### config.mk
export PLATFORM = sky130hd
export DESIGN_NAME = vat_queue
export DESIGN_NICKNAME = d
export VERILOG_FILES = /design/src/rtl/core/assert_macros.svh /design/src/rtl/core/vat_pkg.sv /design/src/rtl/core/vat_queue.sv
export SDC_FILE = /design/constraint.sdc
export NUM_CORES = 1
export LEC_CHECK = 0
export BUFFER_PORTS_ARGS = -buffer_cell sky130_fd_sc_hd__buf_4
export CORE_MARGIN = 2
export CORE_UTILIZATION = 40
export CTS_CLUSTER_DIAMETER = 50
export DETAILED_ROUTE_END_ITERATION = 6
export GPL_TIMING_DRIVEN = 0
export HOLD_SLACK_MARGIN = 0.15
export PLACE_DENSITY = 0.68
export SETUP_SLACK_MARGIN = 0.05
export SLEW_MARGIN = 20
export SYNTH_ARGS = -nofsm -noshare
export SYNTH_HDL_FRONTEND = slang
export SYNTH_SLANG_ARGS = --single-unit
### constraint.sdc
create_clock -name clk -period 3.8 [get_ports clk]
set_input_delay 0.38 -clock clk [delete_from_list [all_inputs] [get_ports clk]]
set_output_delay 0.38 -clock clk [all_outputs]
set_load 0.005 [all_outputs]
### src/rtl/core/assert_macros.svh
// assertion helpers for the vertex transform block
// expects clk and rst in the scope where a macro is used

`ifndef ASSERT_MACROS_SVH
`define ASSERT_MACROS_SVH

// same-cycle implication, checked out of reset
`define VAT_ASSERT_IMPL(label, ante, cons) \
  label: assert property (@(posedge clk) disable iff (rst) (ante) |-> (cons)) \
    else $error("vat assertion failed");

// next-cycle implication, checked out of reset
`define VAT_ASSERT_NEXT(label, ante, cons) \
  label: assert property (@(posedge clk) disable iff (rst) (ante) |=> (cons)) \
    else $error("vat assertion failed");

`endif

### src/rtl/core/vat_pkg.sv
// shared types and constants for the vertex transform block
// no dependencies

package vat_pkg;

  localparam int COORD_W            = 32;
  localparam int CFG_W              = 64;
  localparam int CFG_IDX_W          = 3;
  localparam int NUM_REGS           = 6;
  localparam int FRAC_BITS_DEFAULT  = 16;
  localparam int QUEUE_DEPTH_DEFAULT = 4;
  localparam int IN_DATA_W          = 3 * COORD_W;
  localparam int OUT_DATA_W         = 9 * COORD_W;

  // register reset values, 1.0 in q16.16 on the diagonal
  localparam logic [CFG_W-1:0] X_LIN_RESET  = 64'h0000_0000_0001_0000;
  localparam logic [CFG_W-1:0] X_REST_RESET = 64'h0000_0000_0000_0000;
  localparam logic [CFG_W-1:0] Y_LIN_RESET  = 64'h0001_0000_0000_0000;
  localparam logic [CFG_W-1:0] Y_REST_RESET = 64'h0000_0000_0000_0000;
  localparam logic [CFG_W-1:0] Z_LIN_RESET  = 64'h0000_0000_0000_0000;
  localparam logic [CFG_W-1:0] Z_REST_RESET = 64'h0000_0000_0001_0000;

  typedef enum logic [CFG_IDX_W-1:0] {
    REG_X_LIN  = 3'd0,
    REG_X_REST = 3'd1,
    REG_Y_LIN  = 3'd2,
    REG_Y_REST = 3'd3,
    REG_Z_LIN  = 3'd4,
    REG_Z_REST = 3'd5
  } vat_reg_idx_t;

  // one vertex as it waits in the queue
  typedef struct packed {
    logic                      last;
    logic                      seed;
    logic signed [COORD_W-1:0] z;
    logic signed [COORD_W-1:0] y;
    logic signed [COORD_W-1:0] x;
  } vat_item_t;

  // one matrix row: three coefficients and a translation
  typedef struct packed {
    logic signed [COORD_W-1:0] tr;
    logic signed [COORD_W-1:0] cz;
    logic signed [COORD_W-1:0] cy;
    logic signed [COORD_W-1:0] cx;
  } vat_row_coef_t;

  typedef struct packed {
    logic full;
    logic empty;
  } vat_q_status_t;

endpackage

### src/rtl/core/vat_queue.sv
// short first-in first-out queue between front and back end
// depends on vat_pkg

module vat_queue #(
  parameter int DEPTH = vat_pkg::QUEUE_DEPTH_DEFAULT
) (
  input  logic                   clk,
  input  logic                   rst,
  input  logic                   push,
  input  vat_pkg::vat_item_t     push_item,
  input  logic                   pop,
  output logic                   head_valid,
  output vat_pkg::vat_item_t     head_item,
  output vat_pkg::vat_q_status_t status
);

  localparam int PTR_W = (DEPTH > 1) ? $clog2(DEPTH) : 1;
  localparam int CNT_W = $clog2(DEPTH + 1);

  vat_pkg::vat_item_t mem [DEPTH];
  logic [PTR_W-1:0]   wr_ptr;
  logic [PTR_W-1:0]   rd_ptr;
  logic [CNT_W-1:0]   count;

  assign head_valid   = (count != '0);
  assign head_item    = mem[rd_ptr];
  assign status.full  = (count == CNT_W'(DEPTH));
  assign status.empty = (count == '0);

  always_ff @(posedge clk) begin
    if (push) begin
      mem[wr_ptr] <= push_item;
    end
  end

  always_ff @(posedge clk) begin
    if (rst) begin
      wr_ptr <= '0;
      rd_ptr <= '0;
      count  <= '0;
    end else begin
      if (push) begin
        wr_ptr <= (wr_ptr == PTR_W'(DEPTH - 1)) ? '0 : wr_ptr + 1'b1;
      end
      if (pop) begin
        rd_ptr <= (rd_ptr == PTR_W'(DEPTH - 1)) ? '0 : rd_ptr + 1'b1;
      end
      if (push && !pop) begin
        count <= count + 1'b1;
      end else if (pop && !push) begin
        count <= count - 1'b1;
      end
    end
  end

endmodule

# Yosys cells after proc, flatten, opt, wreduce, memory -nomap -nowiden
# Memories as Yosys holds them, arrays and structs flattened. A register that Yosys moved wholly into a read port is not among the register bits.
# Index checks and enable logic that the tools add are counted.
# totals
ff_bits,7
ramBits,392
in_bits,102
word_cells,26
n_memories,1
# mem_list
name,words,word_bits,rd,rd_clocked_by_memory_dff,wr,line,text
mem,4,98,1,1,1,vat_queue.sv:20,vat_pkg::vat_item_t mem [DEPTH];
# classes
addsub,4
eq_ne,3
n_mux,8
reduce_logical,7
# ops
operator,n
2-bit two-way mux,4
3-bit two-way mux,2
2-bit by 1-bit adder with 2-bit output (second input constant),2
2-bit == test (second input constant),2
3-bit by 1-bit adder with 3-bit output (second input constant),1
3-bit == test (second input constant),1
3-bit zero test,1
3-bit nonzero test,1
3-bit by 1-bit subtractor with 3-bit output (second input constant),1
1-bit logical AND,2
1-bit zero test,2
1-bit two-way mux,2
2-bit nonzero test,1

# Logic depth before layout (Yosys ltp)
# Gate-level depths: netlist (run 1).
# logic_depth
depth_word,4
ltp_mapped,7
mapped_depth_nobuf,7

# Worst setup path after synthesis (run 1)
# No wires, ideal clock.
# synth_timing
kind,reg-to-reg
startpoint,register wr_ptr[0]
endpoint,"memory mem[3][0] in the netlist's numbering, enable pin"
t_arrival_ns,2.812
path_slack_ns,0.521
path_stages_with_launch,3
n_path_buf,0
synth_period_minus_slack_ns,3.279
cell_sequence,dfxtp_1 ha_1 and2_1
# synth_rtl
item,line,text
"start, declared",vat_queue.sv:21,logic [PTR_W-1:0] wr_ptr;
"start signal, assigned",vat_queue.sv:43,wr_ptr <= (wr_ptr == PTR_W'(DEPTH - 1)) ? '0 : wr_ptr + 1'b1;
"end, declared",vat_queue.sv:20,
# No word-level cell before the write port.

==> qor.yml, run 1 <==
worstPathRequired_ns: 3.42
fmax_ghz: 0.3676
drv_slew: 0
finalInstanceArea_sq_um: 19270
ys_seq_elements: 401
synthSimpleGateAreaFrac_pct: 0.5413
wl_per_cell_um: 20.41
n_antenna_cell: 0
syn_area_per_cell_sq_um: 26.14
finClkSkew_ns: 0.01266
htree_levels: 2
drtAntennaViolNets: 0
crit_chain: "buf_2 -> clkbuf_1 -> mux4_2 -> buf_4"
synth_edf_count: 392
port_buffers: 202
grt_pass1_wl_um: 44180
period_share_pct: 71.59
synth.top_cells.by_area: "edfxtp_1 (81%), mux4_2 (15%), dfxtp_1 (1.2%)"
dieHeight_um: 194.8
crit_slowest_cell: "clkbuf_1"
rsz0062_at_grt: "no"
drive_gt1_share_pct: 41.18
die_area_sq_um: 37950
start_util_pct: 40.74
cp.arrival_ns: 2.34
dpl.hpwl_um: 17150
final-hold-violation-count: 0
placedCellCount: 1228
ys.warnings.count: 0
io_pins: 203
critical_path_class: "flip-flop to output pin"
crit_path_end_kind: "output pin"
vdd_drop_max_mv: 0.3521
netlist_area_sq_um: 14560
synth_compound_area_share_pct: 0.1031
cts_tree: "done"
synth_top_cell_by_area: "edfxtp_1"
muxShareOfSynthArea_pct: 15.43
ctsResizeCount: 0
finish.utilization_pct: 53.92
avgViaCountPerCell: 4.989
insertion_delay_ns: 0.55
status: "complete, no violations"
cellLeakagePower_uw: 0.006605
synthArstFlopShare_pct: 0
grtUsageTotal_pct: 15.46
power_density_nw_per_um2: 527.0
setup_viol: 0
synth_top_cell_area_share_pct: 80.84
cts_root_buffer: "clkbuf_16"
place.gp.congestion: 0.6661
synth_top_family_by_area: "multiplexers"
maxCapViolations: 0
areaGrowthSynthToFinish_pct: 32.36
synth.most_common_cell: "edfxtp_1"
yosys-top-cells-count: "edfxtp_1 (392), mux4_2 (98), buf_2 (11)"
grt-ovfl-total: 0
cp_max_fo: 10
drt-total-wl_um: 28740
antenna_found_initial: 0
yosysUniqueCellTypes: 18
cts_buffers: 43
core_area_sq_um: 35740
final_cells: 1408
grt_max_degree: 44
dr.first_iter.drc_count: 272
fp.dieW_um: 194.8
row_count: 69
hp-class: "flip-flop to flip-flop"
synth-seq-area-share_pct: 82.08
setup_tns_ns: 0
worst_slew_pin_slew_ns: 0.7823
first_global_vias: 7771
crit_path_max_incr_delay_ns: 0.64
placed_cell_area_sq_um: 16870
syn_nets: 666
routed-via-count: 7024
clk_path_buf_depth: 3
max_slew_margin_pct: 47.85
syn_inst: 557
drc_errors: 0
drt_first_pass_iters: 4
clock-sinks: 401
nNetsFinal: 1022
critPathLaunchType: "flip-flop"
synth_xor_area_share_pct: 0.1203
synth_flop_cell: "edfxtp_1"
min_period_ns: 2.720
synth-adder-area-share_pct: 0.6530
clkTransAtPathRegs_ns: 0.06
==> cell type report <==
class | count | area, sq um
clock inverters | 30 | 272.8
fillers | 2730 | 16470
multi-input cells | 129 | 2464
well taps | 461 | 576.8
inverters | 5 | 18.77
plain buffers | 22 | 137.6
clock buffers | 49 | 1120
repair buffers | 311 | 2733
flip-flops and latches | 401 | 11950
==> timing repair <==
action | in CTS | in global routing
hold buffers | 101 | 0
hold endpoints to repair | 401 | 0
buffers inserted | 0 | 0
==> sequential cells by signal (all words and copies together) (netlist names), named ones only <==
name and count:
mem 392, count 3, rd_ptr 2, wr_ptr 2
==> cells by family after synthesis <==
| family | count (synthesis) |
|---|---|
| AO/OA/AOI/OAI | 3 |
| multiplexers | 102 |
| AND/OR/NAND/NOR | 15 |
| XOR/XNOR | 2 |
| flip-flops | 401 |
| buffers and inverters | 27 |
| adder cells (fa/ha/maj) | 7 |
==> metrics by stage <==
stage / power [uW] / hold WS (ns) / setup WS [ns]
2_1_floorplan: 5626 / 0.4491 / 0.5206
3_3_place_gp: 6125 / 0.4822 / -1.562
3_5_place_dp: 6143 / 0.4925 / 1.541
4_1_cts: 10310 / 0.5044 / 0.9302
5_1_grt: 10540 / 0.5497 / 0.8766
6_report: 10160 / 0.5029 / 1.080
==> critical path: cells and delay by family, from the launching register on <==
| family | cells | cell delay [ns] |
|---|---|---|
| buffers and inverters | 3 | 1.07 |
| muxes | 1 | 0.42 |
| DFF | 1 | 0.30 |
==> power by group <==
part | leakage (uW) | switching, uW | internal (uW) | total (uW)
sequential | 0.00367 | 45.1 | 5070 | 5110
combinational | 0.00225 | 436 | 560 | 997
clock | 0.000676 | 1650 | 2400 | 4050
total | 0.00661 | 2130 | 8030 | 10200
==> final timing paths <==
kind | startpoint | endpoint | slack (ns) | cells after the start
max reg2reg | wr_ptr[0]$_SDFFE_PP0P_ | mem[2][62]$_DFFE_PP_ | 1.89 | 5
min | count[2]$_SDFFE_PP0P_ | count[2]$_SDFFE_PP0P_ | 0.50 | 2
min reg2reg | count[2]$_SDFFE_PP0P_ | count[2]$_SDFFE_PP0P_ | 0.50 | 2
max | flip-flop | head_item[53] | 1.08 | 4
==> layer usage <==
metal | share of wire (%) | GRT usage (%) | up-vias
met4 | 2.7 | 5.739 | 0
met5 | 0 | 0 | -
met2 | 51 | 26.86 | 186
li1 | - | - | 3122
met1 | 41 | 19.04 | 3663
met3 | 5.1 | 3.453 | 53
==> layout by cell type, fill, tap and decap left out <==
cell,instances
edfxtp_1,392
buf_4,202
dlygate4sd3_1,101
mux4_2,98
clkbuf_16,44
clkbuf_1,12
buf_2,11
clkinv_1,11
dfxtp_1,9
nor2_1,7
clkinv_2,7
ha_1,6
buf_16,6
inv_1,5
and2_4,4
mux2i_1,4
bufinv_16,4
buf_8,3
clkinvlp_4,3
or3_1,2
nor3b_1,2
xor2_1,2
a21oi_1,2
inv_6,2
buf_12,2
buf_6,1
o21ai_0,1
fa_1,1
clkinv_8,1
inv_8,1
clkinv_4,1
No activity file was read; power rests on OpenSTA's default activity.
==> run 2, diff against run 1 <==
--- a/config.mk
+++ b/config.mk
@@ -12,7 +12,7 @@
 export DETAILED_ROUTE_END_ITERATION = 6
 export GPL_TIMING_DRIVEN = 0
 export HOLD_SLACK_MARGIN = 0.15
-export PLACE_DENSITY = 0.68
+export PLACE_DENSITY = 0.7
 export SETUP_SLACK_MARGIN = 0.05
 export SLEW_MARGIN = 20
 export SYNTH_ARGS = -nofsm -noshare
==> constraint.sdc (replaced) <==
create_clock -name clk -period 2.5 [get_ports clk]
set_input_delay 0.25 -clock clk [delete_from_list [all_inputs] [get_ports clk]]
set_output_delay 0.25 -clock clk [all_outputs]
set_load 0.005 [all_outputs]
==> qor.yml, run 2 (same netlist as run 1, synthesis figures left out) <==
crit_path_max_incr_delay_ns: 0.53  # was 0.64 ns
port_buffers: 202  # unchanged
final-hold-violation-count: 0  # unchanged
reg.largest.list: "mem (392), count (3)"  # unchanged
crit_slowest_cell: "mux4_2"  # was clkbuf_1
period_share_pct: 92.56
antenna_found_initial: 1  # was 0
drtAntennaViolNets: 0  # unchanged
clock-sinks: 401  # unchanged
cp_max_fo: 10  # unchanged
cts_buffers: 43  # unchanged
wl_per_cell_um: 19.99  # was 20.41 um
nNetsFinal: 1022  # unchanged
dpl.hpwl_um: 16760  # was 17150 um
avgViaCountPerCell: 4.919  # was 4.989
placed_cell_area_sq_um: 16880  # was 16870 sq um
max_slew_margin_pct: 74.02  # was 47.85%
setup_tns_ns: 0  # unchanged
hp-class: "input pin to flip-flop"  # was flip-flop to flip-flop
io_pins: 203  # unchanged
setup_viol: 0  # unchanged
finalWorstSetupSlack_ns: 0.1861  # was 1.080 ns
routed-via-count: 6897  # was 7024
start_util_pct: 40.74  # unchanged
drt_first_pass_iters: 4  # unchanged
dr.first_iter.drc_count: 340  # was 272
row_count: 69  # unchanged
dieHeight_um: 194.8  # unchanged
crit_chain: "buf_6 -> buf_12 -> buf_8 -> mux4_2 -> buf_4"  # was buf_2 -> clkbuf_1 -> mux4_2 -> buf_4
cts_tree: "done"  # unchanged
rsz0062_at_grt: "no"  # unchanged
htree_levels: 2  # unchanged
grt-ovfl-total: 0  # unchanged
grtUsageTotal_pct: 15.07  # was 15.46%
first_global_vias: 7547  # was 7771
fmax_ghz: 0.4322
n_antenna_cell: 0  # unchanged
totalPowerFinal_uw: 15090  # was 10160 uW
core_area_sq_um: 35740  # unchanged
postCtsSetupRepairBufs: 0  # unchanged
cts_root_buffer: "clkbuf_16"  # unchanged
status: "complete, no violations"  # unchanged
drv_slew: 0  # unchanged
final_cell_mix: "edfxtp_1 (392), buf_4 (211), dlygate4sd3_1 (101), mux4_2 (98), clkbuf_16 (45)"  # was edfxtp_1 (392), buf_4 (202), dlygate4sd3_1 (101), mux4_2 (98), clkbuf_16 (44)
insertion_delay_ns: 0.54  # was 0.55 ns
areaGrowthSynthToFinish_pct: 32.02  # was 32.36%
critPathLaunchType: "flip-flop"  # unchanged
path_buf_inv: 4  # was 3
cellLeakagePower_uw: 0.006595  # was 0.006605 uW
drt-total-wl_um: 28030  # was 28740 um
crit_path_end_kind: "output pin"  # unchanged
finClkSkew_ns: 0.008625  # was 0.01266 ns
place.gp.congestion: 0.7044  # was 0.6661
grt_pass1_wl_um: 43220  # was 44180 um
min_period_ns: 2.314
drive_gt1_share_pct: 41.45  # was 41.18%
worst_slew_pin_slew_ns: 0.3896  # was 0.7823 ns
finalInstanceArea_sq_um: 19220  # was 19270 sq um
power_density_nw_per_um2: 784.7  # was 527.0 nW/um^2
mostFrequentLayoutCell: "edfxtp_1"  # unchanged
largest_reg_flops: 392  # unchanged
clkTransAtPathRegs_ns: 0.06  # about the same
worstPathRequired_ns: 2.25  # was 3.42 ns
drc_errors: 0  # unchanged
cp.arrival_ns: 2.06  # was 2.34 ns
regMostFlops: "mem"  # unchanged
grt_max_degree: 45  # was 44
die_area_sq_um: 37950  # unchanged
critical_path_class: "flip-flop to output pin"  # unchanged
clk_path_buf_depth: 3  # unchanged
dp_slack_ns: 0.4338  # was 1.541 ns
whs_ns: 0.4533  # was 0.5029 ns
fp.dieW_um: 194.8  # unchanged
path_delay_family: "buffers and inverters"  # unchanged
maxCapViolations: 0  # unchanged
vdd_drop_max_mv: 0.8190  # was 0.3521 mV
==> run 2: cell count changes in the layout (fill, tap and decap cells not counted), moves of 2 or more <==
| cell | change |
|---|---|
| buf_2 | -11 |
| buf_4 | +9 |
| clkbuf_2 | +7 |
| clkinv_1 | -7 |
| bufinv_16 | -3 |
| clkinvlp_4 | -3 |
| buf_16 | +2 |
| clkbuf_4 | +2 |
==> run 2: area by class of cell <==
class,instances,area (sq um)
repair buffers,311,2748
well taps,461,576.8
multi-input cells,129,2464
flip-flops and latches,401,11950
fillers,2712,16520
plain buffers,22,178.9
inverters,5,18.77
clock inverters,15,112.6
clock buffers,58,1175
==> run 2: repair_timing <==
item,4_1_cts,5_1_grt
setup endpoints to repair,90,9
resized for setup,16,3
hold buffers,101,0
endpoints found under the hold margin,401,0
==> run 2: path summary, 6_finish.rpt <==
| kind | slack [ns] | end | depth (start not counted) | startpoint |
|---|---|---|---|---|
| min | 0.45 | mem[0][29]$_DFFE_PP_ | 2 | push_item[29] |
| max reg2reg | 0.84 | mem[0][71]$_DFFE_PP_ | 4 | wr_ptr[0]$_SDFFE_PP0P_ |
| min reg2reg | 0.51 | count[2]$_SDFFE_PP0P_ | 2 | count[2]$_SDFFE_PP0P_ |
| max | 0.19 | head_item[57] | 5 | flip-flop |
==> run 2: metrics by stage <==
step,instances,util [%]
2_1_floorplan,557,-
4_1_cts,1402,53.76
3_3_place_gp,1220,46.61
5_1_grt,1402,53.79
3_5_place_dp,1228,47.24
6_report,1402,53.79
==> run 2: per-layer routing <==
layer  track usage, %  routed length, um  part of all wire, %
met1            18.80              11840                   42
met3            4.633               1595                  5.7
met4            3.817                421                  1.5
met5                0                 13                0.046
met2            25.78              14160                   51
==> run 2: report_power, final <==
group	internal (uW)	switching, uW
Clock	3400	2390
Sequential	7700	69.2
Combinational	864	661
Total	12000	3120
==> run 2: worst register-to-register path, stage by stage, from the launching register on <==
cell and delay, ns:
dfxtp_1 0.35, inv_1 0.10, ha_1 0.14, and2_4 0.39, buf_16 0.28
==> run 3, diff against run 2 <==
--- a/config.mk
+++ b/config.mk
@@ -8,12 +8,14 @@
 export BUFFER_PORTS_ARGS = -buffer_cell sky130_fd_sc_hd__buf_4
 export CORE_MARGIN = 2
 export CORE_UTILIZATION = 40
+export CTS_BUF_LIST = sky130_fd_sc_hd__clkbuf_8 sky130_fd_sc_hd__clkbuf_16
 export CTS_CLUSTER_DIAMETER = 50
 export DETAILED_ROUTE_END_ITERATION = 6
 export GPL_TIMING_DRIVEN = 0
 export HOLD_SLACK_MARGIN = 0.15
-export PLACE_DENSITY = 0.7
+export PLACE_DENSITY = 0.68
 export SETUP_SLACK_MARGIN = 0.05
+export SKIP_CTS_REPAIR_TIMING = 1
 export SLEW_MARGIN = 20
 export SYNTH_ARGS = -nofsm -noshare
 export SYNTH_HDL_FRONTEND = slang
==> constraint.sdc (replaced) <==
create_clock -name clk -period 2.65 [get_ports clk]
set_input_delay 0.265 -clock clk [delete_from_list [all_inputs] [get_ports clk]]
set_output_delay 0.265 -clock clk [all_outputs]
set_load 0.005 [all_outputs]
==> qor.yml, run 3 (same netlist as run 1, synthesis figures left out) <==
status: "finished with violations"  # was complete, no violations
violations: "design-rule violations"
start_util_pct: 40.74  # unchanged
io_pins: 203  # unchanged
grt_pass1_wl_um: 42560  # was 43220 um
worstPathRequired_ns: 2.38  # was 2.25 ns
grtUsageTotal_pct: 14.91  # was 15.07%
grt-ovfl-total: 0  # unchanged
cts_buffers: 44  # was 43
dieHeight_um: 194.8  # unchanged
cts_root_buffer: "clkbuf_16"  # unchanged
routed-via-count: 7004  # was 6897
power_density_nw_per_um2: 755.9  # was 784.7 nW/um^2
drt_first_pass_iters: 7  # was 4
min_period_ns: 2.475
place.gp.congestion: 0.6926  # was 0.7044
setup_viol: 0  # unchanged
areaGrowthSynthToFinish_pct: 32.53  # was 32.02%
dr.first_iter.drc_count: 349  # was 340
fp.dieW_um: 194.8  # unchanged
port_buffers: 202  # unchanged
crit_slowest_cell: "clkbuf_1"  # was mux4_2
insertion_delay_ns: 0.54  # about the same
setup_tns_ns: 0  # unchanged
finalWorstSetupSlack_ns: 0.1753  # was 0.1861 ns
die_area_sq_um: 37950  # unchanged
crit_path_end_kind: "output pin"  # unchanged
reg.largest.list: "mem (392), count (3)"  # unchanged
max_slew_margin_pct: 56.32  # was 74.02%
nNetsFinal: 1023  # was 1022
cp_max_fo: 10  # unchanged
worst_slew_pin_slew_ns: 0.6552  # was 0.3896 ns
core_area_sq_um: 35740  # unchanged
dp_slack_ns: 0.5142  # was 0.4338 ns
drv_slew: 0  # unchanged
finalInstanceArea_sq_um: 19300  # was 19220 sq um
fmax_ghz: 0.4041
row_count: 69  # unchanged
wl_per_cell_um: 20.26  # was 19.99 um
dpl.hpwl_um: 16980  # was 16760 um
totalPowerFinal_uw: 14590  # was 15090 uW
clk_path_buf_depth: 3  # unchanged
largest_reg_flops: 392  # unchanged
drc_errors: 2  # was 0
avgViaCountPerCell: 4.974  # was 4.919
critPathLaunchType: "flip-flop"  # unchanged
cellLeakagePower_uw: 0.006666  # was 0.006595 uW
crit_path_max_incr_delay_ns: 0.54  # was 0.53 ns
clock-sinks: 401  # unchanged
period_share_pct: 93.38
crit_chain: "clkbuf_4 -> clkbuf_1 -> mux4_2 -> buf_4"  # was buf_6 -> buf_12 -> buf_8 -> mux4_2 -> buf_4
regMostFlops: "mem"  # unchanged
drive_gt1_share_pct: 41.39  # was 41.45%
hp-class: "input pin to flip-flop"  # unchanged
antenna_found_initial: 0  # was 1
final_cell_mix: "edfxtp_1 (392), buf_4 (202), dlygate4sd3_1 (101), mux4_2 (98), clkbuf_16 (46)"  # was edfxtp_1 (392), buf_4 (211), dlygate4sd3_1 (101), mux4_2 (98), clkbuf_16 (45)
drt-total-wl_um: 28530  # was 28030 um
cp.arrival_ns: 2.21  # was 2.06 ns
placed_cell_area_sq_um: 16850  # was 16880 sq um
cts_tree: "done"  # unchanged
vdd_drop_max_mv: 0.5511  # was 0.8190 mV
htree_levels: 2  # unchanged
finClkSkew_ns: 0.008878  # was 0.008625 ns
final-hold-violation-count: 0  # unchanged
rsz0062_at_grt: "no"  # unchanged
first_global_vias: 7294  # was 7547
n_antenna_cell: 0  # unchanged
r2r_start: "wr_ptr[0]$_SDFFE_PP0P_"  # unchanged
maxCapViolations: 0  # unchanged
drtAntennaViolNets: 0  # unchanged
grt_max_degree: 45  # unchanged
mostFrequentLayoutCell: "edfxtp_1"  # unchanged
clkTransAtPathRegs_ns: 0.06  # about the same
critical_path_class: "flip-flop to output pin"  # unchanged
hold_start: "push_item[5]"  # was push_item[29]
run 3: through the flow:
stage               util [%]  hold WS, ns  instances
floorplan                  -       0.3341        557
global placement       46.61       0.4655       1220
detailed placement     47.16       0.4691       1228
CTS                    51.14      -0.1281       1307
global route           53.99       0.4380       1408
finish                 53.99       0.4588       1408
run 3: path summary, 6_finish.rpt:
kind / to / slack [ns] / cells past startpoint
worst min register to register: count[2]$_SDFFE_PP0P_ / 0.52 / 2
worst max-delay path: head_item[29] / 0.18 / 4
worst max register to register: mem[3][80]$_DFFE_PP_ / 0.65 / 4
worst min-delay path: mem[1][5]$_DFFE_PP_ / 0.46 / 2
run 3: layer usage:
metal  track usage, %  part of all wire, %  wire length, um
met3            4.737                  7.0             1999
met4            4.863                  2.0              571
met2            25.08                   51            14440
met1            18.42                   40            11510
met5                0                    0                0
run 3: worst max-delay path, delay by kind of cell, from the launching register on:
family	cells	cell delay, ns
buffers and inverters	3	0.94
flip-flops	1	0.30
multiplexers	1	0.42
run 3: power breakdown:
part           switching, uW  total, uW  internal, uW
logic                    628       1430           801
clock network           2360       5830          3460
registers               64.8       7330          7270
total                   3060      14600         11500
run 3: area by class of cell:
cell class | count | area, sq um
fillers | 2722 | 16440
flip-flops and latches | 401 | 11950
repair buffers | 311 | 2718
multi-input cells | 129 | 2464
clock buffers | 50 | 1206
well taps | 461 | 576.8
clock inverters | 29 | 216.5
plain buffers | 22 | 147.6
inverters | 5 | 18.77
